--- src/design/c_syntax_balance_checker_macros.svh ---
// Assertion macros used by the balance checker scanner module.
`ifndef C_SYNTAX_BALANCE_CHECKER_MACROS_SVH
`define C_SYNTAX_BALANCE_CHECKER_MACROS_SVH

// Checks a property on every rising edge of clk while rst is low.
`define CSBC_ASSERT(lbl, prop, msg) \
  lbl: assert property (@(posedge clk) disable iff (rst) (prop)) else $error(msg);

// Checks a property on every rising edge of clk, during reset as well.
`define CSBC_ASSERT_ALWAYS(lbl, prop, msg) \
  lbl: assert property (@(posedge clk) (prop)) else $error(msg);

`endif

--- src/design/csbc_pkg.sv ---
// Types and constants shared by the C syntax balance checker.
`timescale 1ns / 1ps
`default_nettype none

package csbc_pkg;

  // Width of the brace and parenthesis depth counters.
  localparam int unsigned DEPTH_BITS = 16;

  // Error codes reported on the result channel.
  typedef enum logic [2:0] {
    ERR_NONE    = 3'd0,
    ERR_BRACE   = 3'd1,
    ERR_PAREN   = 3'd2,
    ERR_DQUOTE  = 3'd3,
    ERR_SQUOTE  = 3'd4,
    ERR_COMMENT = 3'd5
  } err_t;

  // Character codes that the scanner reacts to.
  localparam logic [7:0] CH_LF     = 8'h0A;
  localparam logic [7:0] CH_VT     = 8'h0B;
  localparam logic [7:0] CH_BSL    = 8'h5C;
  localparam logic [7:0] CH_LBRACE = 8'h7B;
  localparam logic [7:0] CH_RBRACE = 8'h7D;
  localparam logic [7:0] CH_LPAREN = 8'h28;
  localparam logic [7:0] CH_RPAREN = 8'h29;
  localparam logic [7:0] CH_DQUOTE = 8'h22;
  localparam logic [7:0] CH_SQUOTE = 8'h27;
  localparam logic [7:0] CH_SLASH  = 8'h2F;
  localparam logic [7:0] CH_STAR   = 8'h2A;

  // Previous-byte value meaning no byte is held.
  localparam logic [8:0] PREV_NONE = 9'h100;

  // One input beat as held in the input register.
  typedef struct packed {
    logic [7:0] ch;
    logic       end_mark;
  } item_t;

  // One result beat as produced by the scanner.
  typedef struct packed {
    err_t err_code;
    logic is_final;
  } res_t;

endpackage

`default_nettype wire

--- src/design/csbc_scan.sv ---
// Scanner state and its update logic for one byte or end marker.
`timescale 1ns / 1ps
`default_nettype none

`include "c_syntax_balance_checker_macros.svh"

module csbc_scan (
  input  wire logic              clk,
  input  wire logic              rst,
  input  wire logic              fire,
  input  wire csbc_pkg::item_t   item,
  output csbc_pkg::res_t         res
);

  localparam logic [csbc_pkg::DEPTH_BITS-1:0] DEPTH_MAX = '1;
  localparam logic [csbc_pkg::DEPTH_BITS-1:0] DEPTH_ONE =
    csbc_pkg::DEPTH_BITS'(1);

  logic                            in_comment, in_comment_next;
  logic                            in_string, in_string_next;
  logic                            in_charlit, in_charlit_next;
  logic                            escape_on, escape_on_next;
  logic [8:0]                      prev_byte, prev_byte_next;
  logic [csbc_pkg::DEPTH_BITS-1:0] brace_depth, brace_depth_next;
  logic [csbc_pkg::DEPTH_BITS-1:0] paren_depth, paren_depth_next;
  csbc_pkg::err_t                  latched_error, latched_error_next;
  csbc_pkg::err_t                  final_code;
  logic [7:0]                      b;
  logic                            is_break;

  assign b        = item.ch;
  assign is_break = (b == csbc_pkg::CH_LF) || (b == csbc_pkg::CH_VT);

  // Next state and result for the beat in the input register.
  always_comb begin
    in_comment_next    = in_comment;
    in_string_next     = in_string;
    in_charlit_next    = in_charlit;
    escape_on_next     = escape_on;
    prev_byte_next     = prev_byte;
    brace_depth_next   = brace_depth;
    paren_depth_next   = paren_depth;
    latched_error_next = latched_error;
    final_code         = latched_error;

    if (item.end_mark) begin
      // Final checks in fixed order, then everything returns to reset.
      if (latched_error == csbc_pkg::ERR_NONE) begin
        priority if (brace_depth != '0) begin
          final_code = csbc_pkg::ERR_BRACE;
        end else if (paren_depth != '0) begin
          final_code = csbc_pkg::ERR_PAREN;
        end else if (in_comment) begin
          final_code = csbc_pkg::ERR_COMMENT;
        end else if (in_string) begin
          final_code = csbc_pkg::ERR_DQUOTE;
        end else if (in_charlit) begin
          final_code = csbc_pkg::ERR_SQUOTE;
        end else begin
          final_code = csbc_pkg::ERR_NONE;
        end
      end
      in_comment_next    = 1'b0;
      in_string_next     = 1'b0;
      in_charlit_next    = 1'b0;
      escape_on_next     = 1'b0;
      prev_byte_next     = csbc_pkg::PREV_NONE;
      brace_depth_next   = '0;
      paren_depth_next   = '0;
      latched_error_next = csbc_pkg::ERR_NONE;
    end else if (latched_error == csbc_pkg::ERR_NONE) begin
      if (in_comment) begin
        // Inside a comment only the closing pair matters.
        if (prev_byte == {1'b0, csbc_pkg::CH_STAR} && b == csbc_pkg::CH_SLASH) begin
          in_comment_next = 1'b0;
          prev_byte_next  = csbc_pkg::PREV_NONE;
        end else begin
          prev_byte_next = {1'b0, b};
        end
      end else if (b == csbc_pkg::CH_BSL) begin
        escape_on_next = !escape_on;
      end else begin
        escape_on_next = 1'b0;
        priority if (in_string) begin
          if (is_break) begin
            latched_error_next = csbc_pkg::ERR_DQUOTE;
          end else if (b == csbc_pkg::CH_DQUOTE && !escape_on) begin
            in_string_next = 1'b0;
          end
        end else if (in_charlit) begin
          if (is_break) begin
            latched_error_next = csbc_pkg::ERR_SQUOTE;
          end else if (b == csbc_pkg::CH_SQUOTE && !escape_on) begin
            in_charlit_next = 1'b0;
          end
        end else if (b == csbc_pkg::CH_DQUOTE) begin
          in_string_next = 1'b1;
        end else if (b == csbc_pkg::CH_SQUOTE) begin
          in_charlit_next = 1'b1;
        end else if (b == csbc_pkg::CH_LBRACE) begin
          if (brace_depth == DEPTH_MAX) begin
            latched_error_next = csbc_pkg::ERR_BRACE;
          end else begin
            brace_depth_next = brace_depth + DEPTH_ONE;
          end
        end else if (b == csbc_pkg::CH_RBRACE) begin
          if (brace_depth == '0) begin
            latched_error_next = csbc_pkg::ERR_BRACE;
          end else begin
            brace_depth_next = brace_depth - DEPTH_ONE;
          end
        end else if (b == csbc_pkg::CH_LPAREN) begin
          if (paren_depth == DEPTH_MAX) begin
            latched_error_next = csbc_pkg::ERR_PAREN;
          end else begin
            paren_depth_next = paren_depth + DEPTH_ONE;
          end
        end else if (b == csbc_pkg::CH_RPAREN) begin
          if (paren_depth == '0) begin
            latched_error_next = csbc_pkg::ERR_PAREN;
          end else begin
            paren_depth_next = paren_depth - DEPTH_ONE;
          end
        end else if (prev_byte == {1'b0, csbc_pkg::CH_SLASH} && b == csbc_pkg::CH_STAR) begin
          in_comment_next = 1'b1;
          prev_byte_next  = csbc_pkg::PREV_NONE;
        end else begin
          prev_byte_next = {1'b0, b};
        end
      end
    end

    res.err_code = item.end_mark ? final_code : latched_error_next;
    res.is_final = item.end_mark;
  end

  // Scanner state, updated once per beat that moves on.
  always_ff @(posedge clk) begin
    if (rst) begin
      in_comment    <= 1'b0;
      in_string     <= 1'b0;
      in_charlit    <= 1'b0;
      escape_on     <= 1'b0;
      prev_byte     <= csbc_pkg::PREV_NONE;
      brace_depth   <= '0;
      paren_depth   <= '0;
      latched_error <= csbc_pkg::ERR_NONE;
    end else if (fire) begin
      in_comment    <= in_comment_next;
      in_string     <= in_string_next;
      in_charlit    <= in_charlit_next;
      escape_on     <= escape_on_next;
      prev_byte     <= prev_byte_next;
      brace_depth   <= brace_depth_next;
      paren_depth   <= paren_depth_next;
      latched_error <= latched_error_next;
    end
  end

  // At most one of comment, string and character literal is open.
  `CSBC_ASSERT(a_one_context, $onehot0({in_comment, in_string, in_charlit}), "more than one lexical context open")
  // A pending escape never survives into a comment.
  `CSBC_ASSERT(a_no_escape_in_comment, in_comment |-> !escape_on, "escape flag set inside a comment")
  // A latched error holds until an end marker clears it.
  `CSBC_ASSERT(a_error_sticky, (latched_error != csbc_pkg::ERR_NONE) && !(fire && item.end_mark) |=> $stable(latched_error), "latched error changed before end marker")
  // An end marker leaves the scanner in its reset state.
  `CSBC_ASSERT(a_end_clears, fire && item.end_mark |=> (brace_depth == '0) && (paren_depth == '0) && (latched_error == csbc_pkg::ERR_NONE) && (prev_byte == csbc_pkg::PREV_NONE), "end marker did not clear state")

endmodule

`default_nettype wire

--- config.mk ---
export PLATFORM = sky130hd
export DESIGN_NAME = csbc_scan
export DESIGN_NICKNAME = d
export VERILOG_FILES = /design/src/design/csbc_pkg.sv /design/src/design/csbc_scan.sv
export VERILOG_INCLUDE_DIRS = /design/src /design/src/design
export SDC_FILE = /design/constraint.sdc
export NUM_CORES = 1
export LEC_CHECK = 0
export BUFFER_PORTS_ARGS = -buffer_cell sky130_fd_sc_hd__buf_2
export CAP_MARGIN = 20
export CORE_MARGIN = 5
export CORE_UTILIZATION = 45
export CTS_CLUSTER_SIZE = 25
export DETAILED_ROUTE_END_ITERATION = 7
export GPL_ROUTABILITY_DRIVEN = 0
export PLACE_DENSITY = 0.7
export SLEW_MARGIN = 40
export SYNTH_ARGS = -nofsm -noshare
export SYNTH_HDL_FRONTEND = slang
export SYNTH_SLANG_ARGS = --single-unit
--- constraint.sdc ---
create_clock -name clk -period 4.25 [get_ports clk]
set_input_delay 0.2125 -clock clk [delete_from_list [all_inputs] [get_ports clk]]
set_output_delay 0.2125 -clock clk [all_outputs]
set_load 0.005 [all_outputs]
Word level (Yosys, flattened, before mapping)
Index checks and enable logic that the tools add are counted.
{ "word_totals": {"ff_bits": 48, "input_bits": 12, "out_inout_bits": 4, "word_cells": 171} }
{ "op_classes": {"n_addsub": 4, "eq_ne": 36, "muxes": 102, "n_reduce_logical": 21} }
{ "ops": {"columns": ["op", "count"], "rows": [
  ["$mux W16", 26],
  ["$mux W9", 14],
  ["$mux W3", 25],
  ["$eq A8 B6 Y1 const B", 6],
  ["$ne A3 B3 Y1 const B", 13],
  ["$mux W1", 37],
  ["$add A16 B1 Y16 const B", 2],
  ["$eq A16 B16 Y1 const B", 2],
  ["$logic_not A16 Y1", 2],
  ["$reduce_bool A16 Y1", 2],
  ["$sub A16 B1 Y16 const B", 2],
  ["$eq A8 B7 Y1 const B", 3],
  ["$reduce_and A11 Y1", 2],
  ["$eq A9 B6 Y1 const B", 2],
  ["$eq A8 B4 Y1 const B", 2],
  ["$ne A2 B2 Y1 const B", 8],
  ["$reduce_and A13 Y1", 1],
  ["$reduce_bool A3 Y1", 2],
  ["$reduce_and A5 Y1", 1],
  ["$logic_and A1 B1 Y1", 4],
  ["$reduce_and A4 Y1", 1],
  ["$logic_not A3 Y1", 1],
  ["$reduce_and A3 Y1", 1],
  ["$reduce_and A2 Y1", 1],
  ["other kinds (3)", 3]
]} }

Longest topological paths before layout
Gate-level depths: netlist of the first run.
{ "logic_depth": {"ltp_word": 15, "mapped_depth": 15, "mapped_depth_nobuf": 13} }

Worst setup path before layout of the first run
Ideal clock, no wire load.
{ "synth_path": {"path_type": "input-to-reg", "from": "input port item[5] (netlist name)", "to": "register paren_depth[12] (netlist name)", "setup_time_ns": 0.132, "arrival_time_ns": 2.962, "required_time_ns": 4.118, "slack_ns": 1.156, "path_stages": 14, "n_path_buf": 2, "cell_sequence": "or4b_1 buf_2 nor3_2 nand2b_1 buf_6 ha_1 nor2b_1 o21ai_0 a21boi_0 o211ai_1 a21oi_1 or4_1 nand3_1 a21oi_1"} }
{ "synth_between": {"elab_chain_len": 12, "word_cells_on_any_way": 27, "classes_between": "eq/ne (14); mux (11); reduce/logical (2)"} }
{ "synth_rtl": {"columns": ["element", "line_no", "rtl"], "rows": [
  ["start, declared", "csbc_scan.sv:11", "input wire csbc_pkg::item_t item,"],
  ["$eq A8 B6 Y1", "csbc_scan.sv:112", "end else if (b == csbc_pkg::CH_LPAREN) begin"],
  ["$mux W16", "csbc_scan.sv:112", null],
  ["$mux W16", "csbc_scan.sv:106", "end else if (b == csbc_pkg::CH_RBRACE) begin"],
  ["$mux W16", "csbc_scan.sv:100", "end else if (b == csbc_pkg::CH_LBRACE) begin"],
  ["$mux W16", "csbc_scan.sv:98", "end else if (b == csbc_pkg::CH_SQUOTE) begin"],
  ["$mux W16", "csbc_scan.sv:96", "end else if (b == csbc_pkg::CH_DQUOTE) begin"],
  ["$mux W16", "csbc_scan.sv:90", "end else if (in_charlit) begin"],
  ["$mux W16", "csbc_scan.sv:84", "priority if (in_string) begin"],
  ["$mux W16", "csbc_scan.sv:80", "end else if (b == csbc_pkg::CH_BSL) begin"],
  ["$mux W16", "csbc_scan.sv:72", "if (in_comment) begin"],
  ["$mux W16", "csbc_scan.sv:71", "end else if (latched_error == csbc_pkg::ERR_NONE) begin"],
  ["$mux W16", "csbc_scan.sv:46", "if (item.end_mark) begin"],
  ["end signal, assigned", "csbc_scan.sv:155", "paren_depth <= paren_depth_next;"],
  ["end, declared", "csbc_scan.sv:25", "logic [csbc_pkg::DEPTH_BITS-1:0] paren_depth, paren_depth_next;"]
]} }
Parallel ways exist; a longest one is shown, timed or not. The select of a mux whose other input is x is not followed.
A chain may end at the register's enable or synchronous reset.

Final worst setup path of the first run
{ "layout_path": {"from": "input port item[5] (netlist name)", "to": "register paren_depth[15] (netlist name)"} }
Same word-level chain as after synthesis.

==> metrics.cfg, run 1 <==
[clocking]
ctsResizeCount=0
clock-sinks=48
max-clock-path-buffers=2
cts_tree=built
worstSkewPairLatency_ns=0.30
cts_hold_buf=0
cts-root-buf=clkbuf_8
post_cts.repair.setup_buffers=0
cts.reportedPaths.clkPinSlew_ns=0.09
cts_made_buffers=5
h-tree-depth=2

[synth]
synth_area_sq_um=3795
ys.flop_type=dfxtp_1
yosys.cell_count.top_type=nor2_1
synth_nets=526
synth-edff-count=0
synthArstFlopShare=0
synth_area_leaders=dfxtp_1 (25%), ha_1 (9.2%), a21oi_1 (5.8%)
synth_common_cells=nor2_1 (58), dfxtp_1 (48), a21oi_1 (44)
synth_area_per_cell_sq_um=7.841
syn_inst=484
synth_cell_types=67
ys_seq_elements=48
yosysTopAreaCell=dfxtp_1
synth_top_area_frac=0.2532
ys_seq_area_frac=0.2532
yosys_warnings=0

[min_path]
hp-class=in -> reg
min_from=item[8]
hold_path_end=prev_byte[7]$_SDFFE_PP0P_
hold_depth=3

[timing]
fmax_ghz=0.2988
timing.final.ws_setup_ns=0.9030
setup_viol=0
rsz0062_at_grt=false
fin_tns_setup_ns=0
skew_ns=0.01193
min_period_ns=3.347
hold_viol=0
worst_slew_pin_slew_ns=0.8183
timing.slew.headroom=0.4545
drv_slew=0
final.period_utilization=0.7875

[place]
io_buffer_count=15
place_ws_ns=0.5905
hpwl_microns=6134
dp.cells=583

[critical_path]
critPathCaptureType=register
rr_endpoint=paren_depth[8]$_SDFFE_PP0P_
path_class=in -> reg
startpoint_type=primary input
cp_cell_sequence=buf_2 -> or4b_1 -> nor3_2 -> nand2b_1 -> buf_4 -> ha_1 -> a21o_1 -> a21o_1 -> nand2_1 -> o2111ai_1 -> a2111o_1 -> o311a_1 -> o311ai_1
cp.required_ns=4.45
rrSetupSlack_ns=1.58
r2r-start=paren_depth[0]$_SDFFE_PP0P_
cp_slowest_stage_delay_ns=0.68
crit_arrival_ns=3.55
slowest_stage=or4b_1
crit_fanout=13
path_common_cell=a21o_1
ff2ff_path_depth=10

[grt]
grt_util_met3=0.02730
top_usage_layer=met2
met1_usage=0.2280
grt.met2_usage=0.2857
grt_max_degree=51
antenna_found_initial=0
grt_pass1_wl_microns=14680
grt_usage=0.1709
grt_pass1_vias=3173
overflow=0

[detailed_routing]
wl_per_cell_microns=14.28
viasPerCell=5.981
drcViolationCount=0
vias=3529
drt_iter0_markers=139
firstDrtPassIters=4
drt-total-wl_microns=8427
ant_nets=0

[job]
maxCapViolCount=0

[die]
die_y_microns=101.8
row_count=33
chipWidth_microns=101.8
initial_core_util=0.4619
boundaryPins=16
core_area_sq_um=8217
die_area_sq_um=10370

[cells_and_area]
n_antenna_cell=0
fin_cells=590
final_nets=527
drive_gt1_frac=0.07835
area_growth_pct=4.748

[power]
cellLeakagePower_uw=0.001520
power.density_nw_per_um2=292.8
peakVddDrop_mv=0.1091

[status]
status=finished, final reports clean

-- sequential cells by signal (all words and copies together) (netlist names) --
| register | cells |
|---|---|
| in_charlit | 1 |
| in_comment | 1 |
| in_string | 1 |
| latched_error | 3 |
| escape_on | 1 |
| prev_byte | 9 |
| brace_depth | 16 |
| paren_depth | 16 |
-- per-stage QoR --
step           utilization  hold slack [ns]  area (sq um)  power [uW]
3_5_place_dp        0.4736           0.4418          3891       904.5
5_1_grt             0.4838           0.2109          3975        1251
4_1_cts             0.4835           0.1905          3973        1175
2_1_floorplan            -           0.3593          3795       829.2
6_report            0.4838           0.1991          3975        1164
3_3_place_gp        0.4736           0.4377          3891       896.7
-- logic make-up after synthesis --
logic type,Yosys count,synth area share
and+or+nand+nor,211,0.2967
AOI/OAI and AO/OA,132,0.2384
DFF,48,0.2532
buffers and inverters,38,0.04814
adders and majority gates,30,0.1029
xor gates and xnor gates,16,0.03693
muxes,9,0.02374
-- layout by cell type, fill, tap and decap left out, types with 7 or more instances in the layout --
master	Yosys	routed
xor2_1	7	7
dfxtp_1	48	48
or3_1	7	7
nand4_1	10	10
o21ai_0	18	18
o21a_1	9	9
nand2b_1	8	8
nor3_1	24	24
mux2i_1	9	9
a22oi_1	8	8
a21oi_1	44	44
a21o_1	8	8
nand2_1	27	27
inv_1	13	13
buf_2	4	14
nor2b_1	8	8
nor4_1	19	19
nand3_1	13	13
nor2_1	58	58
ha_1	28	28
a211oi_1	8	8
xnor2_1	9	9
-- routing by layer --
layer,vias to the layer above,part of all wire
met5,-,0
met4,0,0.014
met1,1630,0.48
met2,71,0.47
li1,1817,-
met3,11,0.041
-- area by class of cell --
class / count / area, sq um
Clock buffer: 5 / 68.82
Fill cell: 817 / 4242
Multi-Input combinational cell: 398 / 2651
Timing Repair Buffer: 16 / 85.08
Sequential cell: 48 / 960.9
Tap cell: 105 / 131.4
Clock inverter: 2 / 12.51
Inverter: 16 / 65.06
-- critical path, delay by kind of cell --
family	cells	cell delay, ns
buffers and inverters	2	0.40
AO/OA/AOI/OAI	6	1.38
AND/OR/NAND/NOR	4	1.22
adder cells (fa/ha/maj)	1	0.34
-- how the worst max path moves through the flow --
stage / from / endpoint / slack (ns) / cells after the start
finish: item[5] / paren_depth[15]$_SDFFE_PP0P_ / 0.90 / 13
global route: item[5] / paren_depth[9]$_SDFFE_PP0P_ / 0.65 / 13
detailed placement: item[5] / paren_depth[15]$_SDFFE_PP0P_ / 0.59 / 13
CTS: item[5] / paren_depth[15]$_SDFFE_PP0P_ / 0.90 / 13
floorplan: item[5] / paren_depth[12]$_SDFFE_PP0P_ / 1.16 / 14
global placement: item[5] / paren_depth[12]$_SDFFE_PP0P_ / 0.66 / 13
-- where the power goes --
part	internal, uW	switching (uW)	leakage [uW]
clock network	112	154	0.0000400
logic	177	221	0.00109
registers	474	26.1	0.000391
total	762	402	0.00152
Power figures use the tool's default switching activity.
==> run 2, diff against run 1 <==
Settings changed: ABC_AREA set to 1.
Clock period 4.25 ns to 3.12 ns, I/O delays scaled along.
==> run 2 against run 1 <==
Effect of this change:
- worst hold slack got worse by 0.079 ns
- cell count increased by 46%
- global-route usage increased by 1.9 points
- die area increased by 15%
- final area increased by 18%
- largest cell class unchanged
- sequential power increased by 39%
- critical path depth increased by 4
- count of clock-buffer cells in the layout increased by 2
- flip-flop and latch count unchanged
- largest power group is now combinational cells
- worst setup slack got worse by 0.29 ns
- register-to-register slack got worse by 0.78 ns
==> metrics.cfg, run 2 <==
[status]
status=finished, final reports clean

[synth]
synth_area_sq_um=4409
synth_nets=757
yosys.cell_count.top_type=nand2_1
syn_inst=715
synth_top_area_frac=0.2179
synth_common_cells=nand2_1 (190), nor2_1 (108), a21oi_1 (67)
ys.flop_type=dfxtp_1
yosys_warnings=0
yosysTopAreaCell=dfxtp_1
synthArstFlopShare=0
synth_cell_types=41
synth-edff-count=0
synth_area_per_cell_sq_um=6.167
synth_area_leaders=dfxtp_1 (22%), nand2_1 (16%), nor2_1 (9.2%)
ys_seq_elements=48
ys_seq_area_frac=0.2179

[critical_path]
startpoint_type=primary input
critPathCaptureType=register
ff2ff_path_depth=11
path_class=in -> reg
r2r-start=brace_depth[0]$_SDFFE_PP0P_
crit_fanout=11
rrSetupSlack_ns=0.80
rr_endpoint=brace_depth[10]$_SDFFE_PP0P_
crit_arrival_ns=2.70
cp.required_ns=3.32

[clocking]
cts_hold_buf=0
clock-sinks=48
ctsResizeCount=0
cts_made_buffers=5
worstSkewPairLatency_ns=0.31
post_cts.repair.setup_buffers=0
cts-root-buf=clkbuf_8
cts_tree=built
cts.reportedPaths.clkPinSlew_ns=0.10
h-tree-depth=2
max-clock-path-buffers=2

[power]
peakVddDrop_mv=0.1984
power.density_nw_per_um2=429.9
cellLeakagePower_uw=0.002154

[detailed_routing]
firstDrtPassIters=5
ant_nets=0
wl_per_cell_microns=12.61
vias=4494
viasPerCell=5.232
drt_iter0_markers=232
drcViolationCount=0
drt-total-wl_microns=10830

[cells_and_area]
n_antenna_cell=0
post-route-util=0.4850
drive_gt1_frac=0.1019
final_nets=767
final_cell_mix=nand2_1 (190), nor2_1 (108), a21oi_1 (67)
area_growth_pct=6.527
final_common_cell=nand2_1
top_regs=brace_depth (16), paren_depth (16), prev_byte (9)

[grt]
overflow=0
grt_usage=0.1897
grt_pass1_vias=4098
grt_pass1_wl_microns=18470
grt_max_degree=38
antenna_found_initial=0

[timing]
fin_tns_setup_ns=0
min_period_ns=2.508
skew_ns=0.008486
whs_ns=0.1200
worst_slew_pin_slew_ns=0.7236
fmax_ghz=0.3988
timing.slew.headroom=0.5169
final.period_utilization=0.8038
rsz0062_at_grt=false
setup_viol=0
drv_slew=0
timing.final.ws_setup_ns=0.6122
hold_viol=0

[die]
die_y_microns=109.0
initial_core_util=0.4553
core_area_sq_um=9684
boundaryPins=16
chipWidth_microns=109.0
row_count=36
die_area_sq_um=11880

[place]
hpwl_microns=8186
place_ws_ns=0.3217
io_buffer_count=15

[min_path]
hold_depth=3
hp-class=in -> reg
min_from=item[1]
hold_path_end=prev_byte[0]$_SDFFE_PP0P_

[job]
maxCapViolCount=0

[run 2: layout make-up]
class	count	area (sq um)
clock buffer	7	96.34
clock inverter	1	30.03
fill	1019	4987
inverter	70	264.0
multi-input combinational	582	3082
sequential	48	960.9
tap	133	166.4
timing repair buffer	18	97.59
[run 2: report_power, final]
group / internal (uW) / leakage [uW] / switching, uW
Combinational: 295 / 0.00170 / 518
Sequential: 653 / 0.000391 / 41.5
Clock: 283 / 0.0000645 / 228
Total: 1230 / 0.00215 / 788
[run 2: metrics by stage]
| stage | area (sq um) | cells | total power, uW |
|---|---|---|---|
| 2_1_floorplan | 4409 | 715 | 1358 |
| 3_5_place_dp | 4571 | 851 | 1515 |
| 5_1_grt | 4697 | 859 | 2184 |
| 4_1_cts | 4697 | 859 | 2028 |
| 3_3_place_gp | 4571 | 851 | 1504 |
| 6_report | 4697 | 859 | 2019 |
[run 2: worst max-delay path, cell delays in order]
cell,delay [ns]
buf_2,0.13
inv_2,0.08
nand2_2,0.06
nor2_4,0.17
nand2_1,0.09
nor2_1,0.26
inv_1,0.15
buf_4,0.21
ha_1,0.34
a21oi_1,0.29
o21ai_0,0.17
a21oi_1,0.21
nand3b_1,0.10
nand3_1,0.08
nor2_1,0.05
nor2_1,0.09
nor2_1,0.04
[run 2: how the worst max path moves through the flow]
stage                  from                      endpoint  slack [ns]  cells past startpoint
floorplan           item[5]  paren_depth[14]$_SDFFE_PP0P_        0.78                     18
global placement    item[5]  paren_depth[14]$_SDFFE_PP0P_        0.38                     19
detailed placement  item[5]  paren_depth[14]$_SDFFE_PP0P_        0.32                     19
CTS                 item[5]  paren_depth[14]$_SDFFE_PP0P_        0.66                     19
global route        item[5]  paren_depth[14]$_SDFFE_PP0P_        0.30                     18
finish              item[5]  paren_depth[14]$_SDFFE_PP0P_        0.61                     17
[run 2: routing by layer]
| layer | up-vias | GRT usage | routed length, microns |
|---|---|---|---|
| met4 | 0 | 0.05681 | 138 |
| li1 | 2375 | - | - |
| met2 | 86 | 0.3373 | 5142 |
| met1 | 2022 | 0.2373 | 5112 |
| met5 | - | 0 | 0 |
| met3 | 11 | 0.02487 | 435 |
[run 2: cells by family (layout without fill, tap and decap cells)]
kind of cell,Yosys count,in the layout,share of synthesized area
simple gates,413,413,0.4268
flops,48,48,0.2179
xor+xnor,17,17,0.03377
compound gates,122,122,0.1498
fa+ha+maj,30,30,0.08854
buf+inv,85,96,0.08314
